### src/hw/rtl/mwg_pkg.sv
// mwg_pkg: shared types, constants and helpers for the maze wall grid store.
// No dependencies; imported by every module of the block except mwg_ram.
package mwg_pkg;

    localparam int MAX_WIDTH      = 64;
    localparam int MAX_HEIGHT     = 64;
    localparam int MAX_CANDIDATES = 64;

    localparam int COORD_W  = 6;
    localparam int TILE_AW  = 2 * COORD_W;
    localparam int TILE_DW  = 4;
    localparam int CAND_AW  = 6;
    localparam int CAND_DW  = 2 * COORD_W;
    localparam int CFG_W    = 7;
    localparam int CFG_IDX_W = 3;
    localparam int RND_W    = 16;

    localparam logic [3:0] ALL_WALLS = 4'd15;
    localparam logic [2:0] WALLS_TWO   = 3'd2;
    localparam logic [2:0] WALLS_THREE = 3'd3;

    localparam logic [2:0] FUNC_SET_WALL = 3'd0;
    localparam logic [2:0] FUNC_SET_ALL  = 3'd1;
    localparam logic [2:0] FUNC_READ     = 3'd2;
    localparam logic [2:0] FUNC_PICK     = 3'd3;
    localparam logic [2:0] FUNC_FILL     = 3'd4;

    localparam logic [CFG_IDX_W-1:0] CFG_GRID_WIDTH   = 3'd0;
    localparam logic [CFG_IDX_W-1:0] CFG_GRID_HEIGHT  = 3'd1;
    localparam logic [CFG_IDX_W-1:0] CFG_BRANCH_LIMIT = 3'd2;
    localparam logic [CFG_IDX_W-1:0] CFG_START_X      = 3'd3;
    localparam logic [CFG_IDX_W-1:0] CFG_START_Y      = 3'd4;

    typedef struct packed {
        logic [2:0]       func;
        logic [5:0]       tile_x;
        logic [5:0]       tile_y;
        logic [1:0]       direction;
        logic             wall_value;
        logic [3:0]       wall_pattern;
        logic [RND_W-1:0] random_value;
    } mwg_in_t;

    typedef struct packed {
        logic [3:0] walls;
        logic [2:0] wall_count;
        logic [3:0] unvisited_mask;
        logic       found;
        logic [5:0] branch_x;
        logic [5:0] branch_y;
        logic       coord_error;
    } mwg_out_t;

    typedef enum logic [2:0] {
        OP_SET_WALL,
        OP_SET_ALL,
        OP_READ,
        OP_PICK,
        OP_FILL,
        OP_NOP,
        OP_ERR
    } mwg_op_t;

    typedef struct packed {
        mwg_op_t          op;
        logic [5:0]       x;
        logic [5:0]       y;
        logic [1:0]       dir;
        logic             val;
        logic [3:0]       pat;
        logic [RND_W-1:0] rnd;
    } mwg_cmd_t;

    // effective (saturated) configuration
    typedef struct packed {
        logic [CFG_W-1:0]   width;
        logic [CFG_W-1:0]   height;
        logic [CFG_W-1:0]   limit;
        logic [COORD_W-1:0] start_x;
        logic [COORD_W-1:0] start_y;
    } mwg_cfg_t;

    typedef struct packed {
        logic clearing;
    } mwg_status_t;

    typedef enum logic [3:0] {
        ST_CLEAR,
        ST_IDLE,
        ST_SW_RD,
        ST_SW_WR,
        ST_EVAL,
        ST_EV_DONE,
        ST_SCAN,
        ST_MOD,
        ST_CAND_RD,
        ST_CAND_OUT,
        ST_DONE
    } mwg_state_t;

    function automatic logic [2:0] count_walls(input logic [3:0] w);
        count_walls = {2'b0, w[0]} + {2'b0, w[1]} + {2'b0, w[2]} + {2'b0, w[3]};
    endfunction

endpackage

### src/hw/rtl/mwg_queue.sv
// mwg_queue: two-entry command queue between front and back.
// Depends on mwg_pkg.
module mwg_queue
    import mwg_pkg::*;
(
    input  logic     aclk,
    input  logic     aresetn,
    input  logic     push,
    input  mwg_cmd_t push_cmd,
    output logic     full,
    input  logic     pop,
    output logic     not_empty,
    output mwg_cmd_t head
);
    mwg_cmd_t   entry_reg [2];
    logic       wr_ptr_reg, rd_ptr_reg;
    logic [1:0] count_reg;

    always_ff @(posedge aclk) begin
        if (push) begin
            entry_reg[wr_ptr_reg] <= push_cmd;
        end
    end

    always_ff @(posedge aclk) begin
        if (!aresetn) begin
            wr_ptr_reg <= 1'b0;
            rd_ptr_reg <= 1'b0;
            count_reg  <= '0;
        end else begin
            if (push) wr_ptr_reg <= !wr_ptr_reg;
            if (pop)  rd_ptr_reg <= !rd_ptr_reg;
            count_reg <= count_reg + {1'b0, push} - {1'b0, pop};
        end
    end

    assign full      = (count_reg == 2'd2);
    assign not_empty = (count_reg != 2'd0);
    assign head      = entry_reg[rd_ptr_reg];
endmodule

### config.mk
export PLATFORM = sky130hd
export DESIGN_NAME = mwg_queue
export DESIGN_NICKNAME = d
export VERILOG_FILES = /design/src/hw/rtl/mwg_pkg.sv /design/src/hw/rtl/mwg_queue.sv
export SDC_FILE = /design/constraint.sdc
export NUM_CORES = 1
export LEC_CHECK = 0
export BUFFER_PORTS_ARGS = -buffer_cell sky130_fd_sc_hd__buf_2
export CORE_ASPECT_RATIO = 0.7
export CORE_UTILIZATION = 35
export CTS_BUF_LIST = sky130_fd_sc_hd__clkbuf_8
export CTS_CLUSTER_DIAMETER = 150
export CTS_CLUSTER_SIZE = 24
export DETAILED_ROUTE_END_ITERATION = 6
export GPL_ROUTABILITY_DRIVEN = 0
export GPL_TIMING_DRIVEN = 0
export PLACE_DENSITY = 0.59
export SKIP_LAST_GASP = 1
export SLEW_MARGIN = 20
export SYNTH_ARGS = -nofsm -noshare
export SYNTH_HDL_FRONTEND = slang
export SYNTH_SLANG_ARGS = --single-unit
### constraint.sdc
create_clock -name aclk -period 3.6 [get_ports aclk]
set_input_delay 0.36 -clock aclk [delete_from_list [all_inputs] [get_ports aclk]]
set_output_delay 0.36 -clock aclk [all_outputs]
set_load 0.05 [all_outputs]
# Word level (Yosys, flattened, before mapping)

Memory sizes are Yosys's and may differ from the RTL's. A register that Yosys moved wholly into a read port is not among the register bits.
Index checks and enable logic that the tools add are counted.

Word-level logic and storage cells: 14
Memories: 1
Input bits: 42
Output and inout bits: 40
Register bits: 4
RAM bits: 76

Muxes and demuxes: 4
Equality and inequality tests: 1
Add/sub/neg operators: 2
Reduce and logical (&&, ||, !) cells: 3

Memory list:

| name      | words | bits a word | rd ports | clocked after Yosys merged registers in | wr ports | RTL line        | source |
|---|---|---|---|---|---|---|---|
| entry_reg | 2     | 38          | 1        | 1                                       | 1        | mwg_queue.sv:15 | `mwg_cmd_t entry_reg [2];` |

Operator list:

| cell                 | count |
|---|---|
| $mux W1              | 4 |
| $add A2 B1 Y2        | 1 |
| $eq A2 B2 Y1 const B | 1 |
| $logic_not A1 Y1     | 2 |
| $reduce_bool A2 Y1   | 1 |
| $sub A2 B1 Y2        | 1 |

# Logic depth before layout (Yosys ltp)

Depth in word-level cells: 3
Depth in mapped cells: 6
Gate-level depth less buffers: 6

# Worst setup path after synthesis

No wires, ideal clock.

Path kind: input to register
Start: input port push
End: memory entry_reg[0][0] in the netlist's numbering (enable)
Library setup time: 439 ps
Required time: 3161 ps
Setup slack: 1066 ps
Path buffers: 0
Stages on the path: 1
Data arrival time: 2095 ps
Path through: nor2b_1

Longest elaborated chain between the ends: 2

RTL lines:

| what                          | RTL line        | source |
|---|---|---|
| start: declaration            | mwg_queue.sv:8  | `input logic push,` |
| $mux W1                       | mwg_queue.sv:20 | `if (push) begin` |
| $mux W1 (implied by the code) | mwg_queue.sv:21 | `entry_reg[wr_ptr_reg] <= push_cmd;` |
| end: declaration              | mwg_queue.sv:15 |  |

Every way passes these cells.

==> run metrics <==
net switching power figure 0.000580 W; fillcell total 756; Post-Synth Simple-Gate Area 0.0185; Initial DRT Pass Iterations 4; max-cap violations 0; CTS sink count 81; post-synth top area share 0.748; Worst Hold Endpoint entry_reg[0][24]$_DFFE_PP_; internal power of the cells 0.00153 W; Worst setup SP type flop; Final TNS setup 0 ns; CP Class reg -> out; FMAX between 0.5 and 0.6 GHz; effective utilization at floorplan 0.361; CTS tree yes; outcome completed; Syn Inst Count 139; crit-path max FO 10; Max Buffers Root-to-Sink 2; Netlist cell types 14; worst hold path class in -> reg; GRT Util Overall 0.123; routed vias about 1600; post-synthesis mux area share 0.165; ant diodes 0; synthesized flop and latch total approximately 80; RSZ-0062 raised after global routing false; top cells by area, synth edfxtp_1 75%, mux2_4 9.8%, mux2_2 6.6%; antenna-violating nets left 0; register share of total power 0.522; CP delay by family, top buffers and inverters; Final Routed Wirelength 5070 µm; WHS Path Cells 1; grt total ovfl 0; Power, Total 0.00211 W; Worst EP arrival 1.59 ns; Die Y 80.1 µm; post-cts sizing count 0; Largest register FFs 76; CTS root buf clkbuf_8; measured slew at the worst slew-check pin ~0.55 ns; Final min period 1.95 ns; post-synth top area cell edfxtp_1; Clock transition at path regs about 0.070 ns; Leakage 1.50 nW; Sequential cell area ~2400 µm²; num rows 28; Synth Area per Inst 22.0 µm²; WL per Instance roughly 14 µm; post-DP HPWL 3440 µm; syn nets ~180; Post-Synth XOR/XNOR Area 0.0103; complex-gate fraction of the synthesized area 0.00246; HP Start push_cmd[24]; pwr dens 552 nW/µm²; Max stage delay on crit path 0.35 ns; area grow syn2layout 25.5%; slowest stage cell, crit path dfxtp_1; post-route clock period utilization 0.542; endpoints failing hold 0; vias per cell 4.34; vias in the first global route 1575; Final Max Slew Viols 0; Max transition margin 0.632; critical path, cell by cell buf_6 > buf_6 > mux2_4 > buf_2; Setup Skew 0.00695 ns; hold-fix buffers at CTS 0; Critical Path Most Common Cell buf_6; Comb power frac 0.195; critical path endpoint category primary output; first-iteration detailed-routing DRC count 36; clock power share 0.283; Post-Synth Adder-Cell Area 0.00820; reg2reg setup slack 2.20 ns; H-tree depth 3; postcts setup bufs 0; synthesized cell area 3050 µm²; largest family of logic cells by synthesized area multiplexers; core outline area 8440 µm²; initial antenna violation count 0; pin count of the biggest net entering global routing 28; # IOs 82; die width 114 µm; layout cells sized above 1 0.591; multi-input logic area 632 µm²; nets@finish around 280; die area 9100 µm²; drc violations 0; Port Buf Inserts 81; Inserted Clock Buffers 9; Yosys warnings 0; # setup viols final 0; Critical path buffers and inverters 3; Worst-Skew Late Latency 0.34 ns; capture point of the worst reg-to-reg path count_reg[1]$_SDFF_PN0_; Reg2Reg Depth 6; sw frac 0.274; register area share after synthesis 0.781; global-route wire length before repair ~7900 µm; Required @ worst endpoint 3.24 ns; Worst IR Drop VDD 0.316 mV; worst r2r src count_reg[0]$_SDFF_PN0_
[worst max path at each step]
stage / startpoint / endpoint / slack [ns] / cells after the start
3_3_place_gp: push / entry_reg[0][25]$_DFFE_PP_ / -0.22 / 2
2_1_floorplan: push / entry_reg[0][0]$_DFFE_PP_ / 1.07 / 1
4_1_cts: flop / head[28] / 1.60 / 4
6_report: flop / head[24] / 1.65 / 4
5_1_grt: flop / head[24] / 1.56 / 4
3_5_place_dp: flop / head[28] / 2.00 / 4
[metal layers]
metal | track usage | share of wire | wire length [µm]
met1 | 0.140 | 0.43 | 2200
met2 | 0.199 | 0.48 | 2460
met5 | 0 | 0 | 0
met3 | 0.0619 | 0.074 | 377
met4 | 0.0474 | 0.0077 | 39
[cell usage after synthesis]
cell type,n
mux2_2,18
dfxtp_1,5
edfxtp_1,76
xnor3_1,1
and2_1,4
xor2_1,1
inv_1,2
or2_2,1
nor2b_1,4
buf_6,3
ha_1,2
mux2_4,20
o21a_1,1
buf_2,1
[power by group through the flow]
stage	clock (W)	combinational [W]	sequential (W)
floorplan	0	0.000318	0.00112
CTS	0.000627	0.000417	0.00110
global placement	0	0.000406	0.00112
finish	0.000598	0.000413	0.00110
global route	0.000663	0.000434	0.00111
detailed placement	0	0.000416	0.00112
[cell usage in the layout, fill, tap and decap left out, drive strengths merged]
| master | instances |
|---|---|
| clkbuf | 9 |
| mux2 | 38 |
| nor2b | 4 |
| o21a | 1 |
| bufinv | 1 |
| xor2 | 1 |
| ha | 2 |
| clkinv | 4 |
| dfxtp | 5 |
| inv | 3 |
| xnor3 | 1 |
| edfxtp | 76 |
| or2 | 1 |
| and2 | 4 |
| buf | 87 |
[layout make-up]
cell class	instances	share of cell area
Tap cell	120	0.0392
Clock inverter	6	0.0134
Clock buffer	9	0.0323
Inverter	2	0.00196
Buffer	4	0.0101
Multi-Input combinational cell	52	0.165
Timing Repair Buffer	83	0.116
Sequential cell	81	0.622
[kinds of logic after synthesis]
group                      after synthesis
DFF                                     81
muxes                                   38
and+or+nand+nor                          9
buffers and inverters                    6
xor gates and xnor gates                 2
adders and majority gates                2
AOI/OAI and AO/OA                        1
[stage by stage]
step,instances,setup slack (ns),hold slack [ns],utilization,instance area (µm²)
2_1_floorplan,139,1.07,0.459,-,3050
6_report,357,1.65,0.199,0.454,3830
3_5_place_dp,342,2.00,0.551,0.433,3660
4_1_cts,357,1.60,0.171,0.454,3830
3_3_place_gp,340,-0.219,0.547,0.427,3610
5_1_grt,357,1.56,0.168,0.454,3830
Power figures use the tool's default switching activity.
