==> src/hw/rtl/mwg_pkg.sv <==
// mwg_pkg: shared types, constants and helpers for the maze wall grid store.
// No dependencies; imported by every module of the block except mwg_ram.
package mwg_pkg;

    localparam int MAX_WIDTH      = 64;
    localparam int MAX_HEIGHT     = 64;
    localparam int MAX_CANDIDATES = 64;

    localparam int COORD_W  = 6;
    localparam int TILE_AW  = 2 * COORD_W;
    localparam int TILE_DW  = 4;
    localparam int CAND_AW  = 6;
    localparam int CAND_DW  = 2 * COORD_W;
    localparam int CFG_W    = 7;
    localparam int CFG_IDX_W = 3;
    localparam int RND_W    = 16;

    localparam logic [3:0] ALL_WALLS = 4'd15;
    localparam logic [2:0] WALLS_TWO   = 3'd2;
    localparam logic [2:0] WALLS_THREE = 3'd3;

    localparam logic [2:0] FUNC_SET_WALL = 3'd0;
    localparam logic [2:0] FUNC_SET_ALL  = 3'd1;
    localparam logic [2:0] FUNC_READ     = 3'd2;
    localparam logic [2:0] FUNC_PICK     = 3'd3;
    localparam logic [2:0] FUNC_FILL     = 3'd4;

    localparam logic [CFG_IDX_W-1:0] CFG_GRID_WIDTH   = 3'd0;
    localparam logic [CFG_IDX_W-1:0] CFG_GRID_HEIGHT  = 3'd1;
    localparam logic [CFG_IDX_W-1:0] CFG_BRANCH_LIMIT = 3'd2;
    localparam logic [CFG_IDX_W-1:0] CFG_START_X      = 3'd3;
    localparam logic [CFG_IDX_W-1:0] CFG_START_Y      = 3'd4;

    typedef struct packed {
        logic [2:0]       func;
        logic [5:0]       tile_x;
        logic [5:0]       tile_y;
        logic [1:0]       direction;
        logic             wall_value;
        logic [3:0]       wall_pattern;
        logic [RND_W-1:0] random_value;
    } mwg_in_t;

    typedef struct packed {
        logic [3:0] walls;
        logic [2:0] wall_count;
        logic [3:0] unvisited_mask;
        logic       found;
        logic [5:0] branch_x;
        logic [5:0] branch_y;
        logic       coord_error;
    } mwg_out_t;

    typedef enum logic [2:0] {
        OP_SET_WALL,
        OP_SET_ALL,
        OP_READ,
        OP_PICK,
        OP_FILL,
        OP_NOP,
        OP_ERR
    } mwg_op_t;

    typedef struct packed {
        mwg_op_t          op;
        logic [5:0]       x;
        logic [5:0]       y;
        logic [1:0]       dir;
        logic             val;
        logic [3:0]       pat;
        logic [RND_W-1:0] rnd;
    } mwg_cmd_t;

    // effective (saturated) configuration
    typedef struct packed {
        logic [CFG_W-1:0]   width;
        logic [CFG_W-1:0]   height;
        logic [CFG_W-1:0]   limit;
        logic [COORD_W-1:0] start_x;
        logic [COORD_W-1:0] start_y;
    } mwg_cfg_t;

    typedef struct packed {
        logic clearing;
    } mwg_status_t;

    typedef enum logic [3:0] {
        ST_CLEAR,
        ST_IDLE,
        ST_SW_RD,
        ST_SW_WR,
        ST_EVAL,
        ST_EV_DONE,
        ST_SCAN,
        ST_MOD,
        ST_CAND_RD,
        ST_CAND_OUT,
        ST_DONE
    } mwg_state_t;

    function automatic logic [2:0] count_walls(input logic [3:0] w);
        count_walls = {2'b0, w[0]} + {2'b0, w[1]} + {2'b0, w[2]} + {2'b0, w[3]};
    endfunction

endpackage

==> src/hw/rtl/mwg_front.sv <==
// mwg_front: configuration registers and input classification.
// Depends on mwg_pkg.
module mwg_front
    import mwg_pkg::*;
(
    input  logic                 aclk,
    input  logic                 aresetn,
    input  logic                 cfg_wr_en,
    input  logic [CFG_IDX_W-1:0] cfg_index,
    input  logic [CFG_W-1:0]     cfg_wr_data,
    input  logic                 s_valid,
    output logic                 s_ready,
    input  mwg_in_t              s_data,
    input  mwg_status_t          status,
    input  logic                 q_full,
    output logic                 q_push,
    output mwg_cmd_t             q_cmd,
    output mwg_cfg_t             cfg
);
    logic [CFG_W-1:0]   width_reg, height_reg, limit_reg;
    logic [COORD_W-1:0] start_x_reg, start_y_reg;
    logic               in_grid;

    always_ff @(posedge aclk) begin
        if (!aresetn) begin
            width_reg   <= CFG_W'(MAX_WIDTH);
            height_reg  <= CFG_W'(MAX_HEIGHT);
            limit_reg   <= CFG_W'(MAX_CANDIDATES);
            start_x_reg <= '0;
            start_y_reg <= '0;
        end else if (cfg_wr_en) begin
            unique case (cfg_index)
                CFG_GRID_WIDTH:   width_reg   <= cfg_wr_data;
                CFG_GRID_HEIGHT:  height_reg  <= cfg_wr_data;
                CFG_BRANCH_LIMIT: limit_reg   <= cfg_wr_data;
                CFG_START_X:      start_x_reg <= cfg_wr_data[COORD_W-1:0];
                CFG_START_Y:      start_y_reg <= cfg_wr_data[COORD_W-1:0];
                default: ;
            endcase
        end
    end

    always_comb begin
        cfg.width   = (width_reg > CFG_W'(MAX_WIDTH)) ? CFG_W'(MAX_WIDTH) : width_reg;
        cfg.height  = (height_reg > CFG_W'(MAX_HEIGHT)) ? CFG_W'(MAX_HEIGHT) : height_reg;
        if (limit_reg == '0) begin
            cfg.limit = CFG_W'(1);
        end else if (limit_reg > CFG_W'(MAX_CANDIDATES)) begin
            cfg.limit = CFG_W'(MAX_CANDIDATES);
        end else begin
            cfg.limit = limit_reg;
        end
        cfg.start_x = start_x_reg;
        cfg.start_y = start_y_reg;
    end

    assign in_grid = ({1'b0, s_data.tile_x} < cfg.width) && ({1'b0, s_data.tile_y} < cfg.height);
    assign s_ready = !q_full && !status.clearing;
    assign q_push  = s_valid && s_ready;

    always_comb begin
        q_cmd.x   = s_data.tile_x;
        q_cmd.y   = s_data.tile_y;
        q_cmd.dir = s_data.direction;
        q_cmd.val = s_data.wall_value;
        q_cmd.pat = s_data.wall_pattern;
        q_cmd.rnd = s_data.random_value;
        unique case (s_data.func)
            FUNC_SET_WALL: q_cmd.op = in_grid ? OP_SET_WALL : OP_ERR;
            FUNC_SET_ALL:  q_cmd.op = in_grid ? OP_SET_ALL : OP_ERR;
            FUNC_READ:     q_cmd.op = in_grid ? OP_READ : OP_ERR;
            FUNC_PICK:     q_cmd.op = OP_PICK;
            FUNC_FILL:     q_cmd.op = OP_FILL;
            default:       q_cmd.op = OP_NOP;
        endcase
    end
endmodule

==> config.mk <==
export PLATFORM = sky130hd
export DESIGN_NAME = mwg_front
export DESIGN_NICKNAME = d
export VERILOG_FILES = /design/src/hw/rtl/mwg_pkg.sv /design/src/hw/rtl/mwg_front.sv
export SDC_FILE = /design/constraint.sdc
export NUM_CORES = 1
export LEC_CHECK = 0
export BUFFER_PORTS_ARGS = -buffer_cell sky130_fd_sc_hd__buf_2
export CAP_MARGIN = 5
export CORE_MARGIN = 2
export CORE_UTILIZATION = 40
export CTS_BUF_LIST = sky130_fd_sc_hd__clkbuf_8
export CTS_CLUSTER_SIZE = 40
export DETAILED_ROUTE_END_ITERATION = 8
export GPL_ROUTABILITY_DRIVEN = 0
export GPL_TIMING_DRIVEN = 0
export PLACE_DENSITY = 0.81
export SLEW_MARGIN = 40
export SYNTH_ARGS = -nofsm -noshare
export SYNTH_HDL_FRONTEND = slang
export SYNTH_SLANG_ARGS = --single-unit
export TNS_END_PERCENT = 50
==> constraint.sdc <==
create_clock -name aclk -period 3.3 [get_ports aclk]
set_input_delay 0.165 -clock aclk [delete_from_list [all_inputs] [get_ports aclk]]
set_output_delay 0.165 -clock aclk [all_outputs]
set_load 0.03 [all_outputs]
; Word level (Yosys, flattened, before mapping)
; Cells that the tools add are included.
[totals]
ff_bits = 33
inputBits = 54
word_cells = 39
[classes]
magnitude_cmp = 5
n_eq_ne = 8
muxes = 8
n_reduce_logical = 13
[ops]
columns = operator, n
row1 = $mux W7, 4
row2 = $gt A7 B7 Y1 const B, 3
row3 = $pmux W3 S5, 1
row4 = $lt A6 B7 Y1, 2
row5 = $eq A3 B2 Y1 const B, 4
row6 = $reduce_and A2 Y1, 5
row7 = $mux W3, 3
row8 = $logic_not A7 Y1, 1
row9 = $eq A3 B1 Y1 const B, 2
row10 = $eq A3 B3 Y1 const B, 2
row11 = $logic_not A3 Y1, 2
row12 = $logic_and A1 B1 Y1, 3
row13 = $logic_not A1 Y1, 2

; Longest topological paths before layout
[logic_depth]
depth_word = 6
depth_mapped = 8

; Least setup slack after synthesis
; No wires, ideal clock.
[synth_path]
path_kind = register to output
start = reg height_reg[6]
end = out q_cmd[35] (netlist bit)
arrival_time_ns = 2.115
required_time_ns = 3.135
path_slack_ns = 1.020
path_stages_with_launch = 9
path_buffers = 1
path_cell_list = dfxtp_1 -> buf_4 -> nand2b_1 -> ha_1 -> a21oi_1 -> or3b_2 -> o221ai_1 -> or4_4 -> a21oi_1
[synth_rtl]
columns = element, line
row1 = "start, declared", mwg_front.sv:20  ; logic [CFG_W-1:0] width_reg, height_reg, limit_reg;
row2 = "start signal, assigned", mwg_front.sv:27  ; height_reg <= CFG_W'(MAX_HEIGHT);
row3 = "start signal, assigned", mwg_front.sv:34  ; CFG_GRID_HEIGHT: height_reg <= cfg_wr_data;
row4 = "end, declared", mwg_front.sv:17  ; output mwg_cmd_t q_cmd,

==> qor.yml <==
drt_iter0_markers: 31
ctsResizeCount: 0
overflow: 0
crit_chain: "clkbuf_1 -> nand2b_1 -> ha_1 -> a21oi_1 -> a21oi_1 -> or4_4 -> a21oi_1 -> buf_2"
clock_path_buffers: 2
critPathKind: "register to output pin"
die_y_um: 74.6
yosysSeqAreaShare_pct: 33.2
timing.final.crit_share_pct: 78.7
hp-start: "cfg_wr_data[6]"
slew_violations: 0
ys_types: 27
grt_pass1_vias: 1628
ios: 127
cts_tree: "yes"
setup.worst_path.start_class: "register"
syn_inst: 228
antenna_cells: 0
drtPass1Iterations: 4
comb_power_share_pct: 23.4
status: "completed"
synth_top_area_share_pct: 33.2
dpl.cell_count: 398
crit_top_cell: "a21oi_1"
rsz0062_at_grt: "no"
synth_edf_count: 0
synth_warnings: 0
clock_latency_ns: 0.29
cp.arrival_ns: 2.43
core_um2: 4750
crit_slowest_cell: "or4_4"
area_growth_pct: 34.1
p_total_mw: 0.904
postCtsSetupRepairBufs: 0
p_int_mw: 0.637
syn_nets: 292
utilization_pct: 56.2
hold_class: "primary input to register"
async_reset_ff_share_pct: 0
maxCapViolCount: 0
post-route-drc-count: 0
ys_seq_elements: 33
start_util_pct: 41.9
num_rows: 25
finalSetupTns_ns: 0
grt_antenna_before_repair: 0
period_needed_ns: 2.60
fin_nets: 402
slowest_delay_ns: 0.52
grtUsageTotal_pct: 17.0
io_buffer_count: 103
setup_viol: 0
grt_pass1_wl_mm: 7.06
grt_max_degree: 11
worstReg2RegStart: "width_reg[6]"
startpoint: "width_reg[6]"
fp.dieArea_um2: 5560
synthesis.area_um2: 1990
hold_viol_final: 0
crit_path_end_kind: "output pin"
holdWs_ns: 0.148
p_seq_share_pct: 45.6
yosysTopAreaCell: "dfxtp_1"
mostFrequentLayoutCell: "buf_2"
antenna_left: 0
cts_sinks: 33
critPathMaxFanout: 10
cts-root-buf: "clkbuf_8"
hpwl_mm: 3.96
leakage_nw: 1.45
wirelength_mm: 4.82
synth-main-ff-cell: "dfxtp_1"
die_w_um: 74.6
powerDensity_nw_per_um2: 338
cts_hold_buf: 0
synth.avg_cell_area_um2: 8.74
via_per_inst: 4.50
worst_pin_slew_ns: 0.412
htreeDepth: 2
p_sw_mw: 0.267
cts.clk_slew.worst_paths_ns: 0.06
relSlewSlack_pct: 72.5
sw_frac_of_total_pct: 29.6
ys_top_cells_by_area: "dfxtp_1, buf_4, mux2i_1, nor2b_1, ha_1"
final_cell_mix: "buf_2, buf_4, dfxtp_1"
skew_ns: 0
wire_per_inst_um: 11.9
drive_gt1_share_pct: 44.0
irDropWorstVdd_mv: 0.260
numCtsBuffers: 5
timing.fmax_ghz: 0.385
clkPwrFrac_pct: 31.0
crit_required_ns: 3.13
fin_cells: 406
vias: 1826
==> critical path, delay by kind of cell (launching register included) <==
family	cells	cell delay [ns]
adder cells (fa/ha/maj)	1	0.24
flip-flops	1	0.33
buffers and inverters	2	0.50
AO/OA/AOI/OAI	3	0.37
AND/OR/NAND/NOR	2	0.70
==> power by group through the flow <==
stage / sequential [mW] / combinational (mW) / clock, mW
6_report: 0.412 / 0.211 / 0.280
5_1_grt: 0.413 / 0.229 / 0.300
4_1_cts: 0.412 / 0.214 / 0.284
3_5_place_dp: 0.421 / 0.213 / 0
3_3_place_gp: 0.421 / 0.210 / 0
2_1_floorplan: 0.426 / 0.140 / 0
==> layer usage <==
metal | vias up | track usage, % | part of all wire (%)
li1 | 922 | - | -
met1 | 812 | 18.7 | 41
met2 | 86 | 30.7 | 49
met3 | 6 | 5.15 | 9.5
met4 | 0 | 5.95 | 1.3
met5 | - | 0 | 0
==> logic make-up (layout without fill, tap and decap cells) <==
kind of cell	Yosys count	in the layout	synth area share [%]
AO/OA/AOI/OAI	18	18	5.84
flip-flops	33	33	33.2
buffers and inverters	58	169	17.8
multiplexers	26	26	13.1
adder cells (fa/ha/maj)	10	10	6.28
AND/OR/NAND/NOR	83	83	23.8
==> Yosys cell counts (2+ instances only) <==
cell type and number:
nand4b_1 2, a21boi_0 6, nor2b_1 31, mux2i_1 26, nand2_1 19, inv_1 12, nand2b_1 12, and2_1 2
buf_4 36, nor2_1 5, ha_1 10, buf_2 2, a21oi_1 9, nand3_1 4, dfxtp_1 33, clkbuf_1 8
==> worst paths after layout <==
kind / end / slack (ns) / cells past startpoint
min: height_reg[6] / 0.15 / 3
min reg2reg: width_reg[2] / 0.47 / 2
max: q_cmd[35] / 0.70 / 8
max reg2reg: width_reg[6] / 2.45 / 3
==> per-stage QoR <==
| stage | setup WS [ns] | area, µm² |
|---|---|---|
| CTS | 0.665 | 2670 |
| finish | 0.703 | 2670 |
| detailed placement | 0.985 | 2590 |
| global route | 0.485 | 2670 |
| global placement | 0.980 | 2590 |
| floorplan | 1.02 | 1990 |
==> layout make-up <==
cell class | instances | area (µm²)
inverter | 12 | 45.0
tap | 67 | 83.8
sequential | 33 | 661
clock buffer | 5 | 68.8
timing repair buffer | 103 | 515
buffer | 46 | 310
multi-input combinational | 137 | 976
fill | 481 | 2080
clock inverter | 3 | 11.3
No activity file was read; power rests on OpenSTA's default activity.
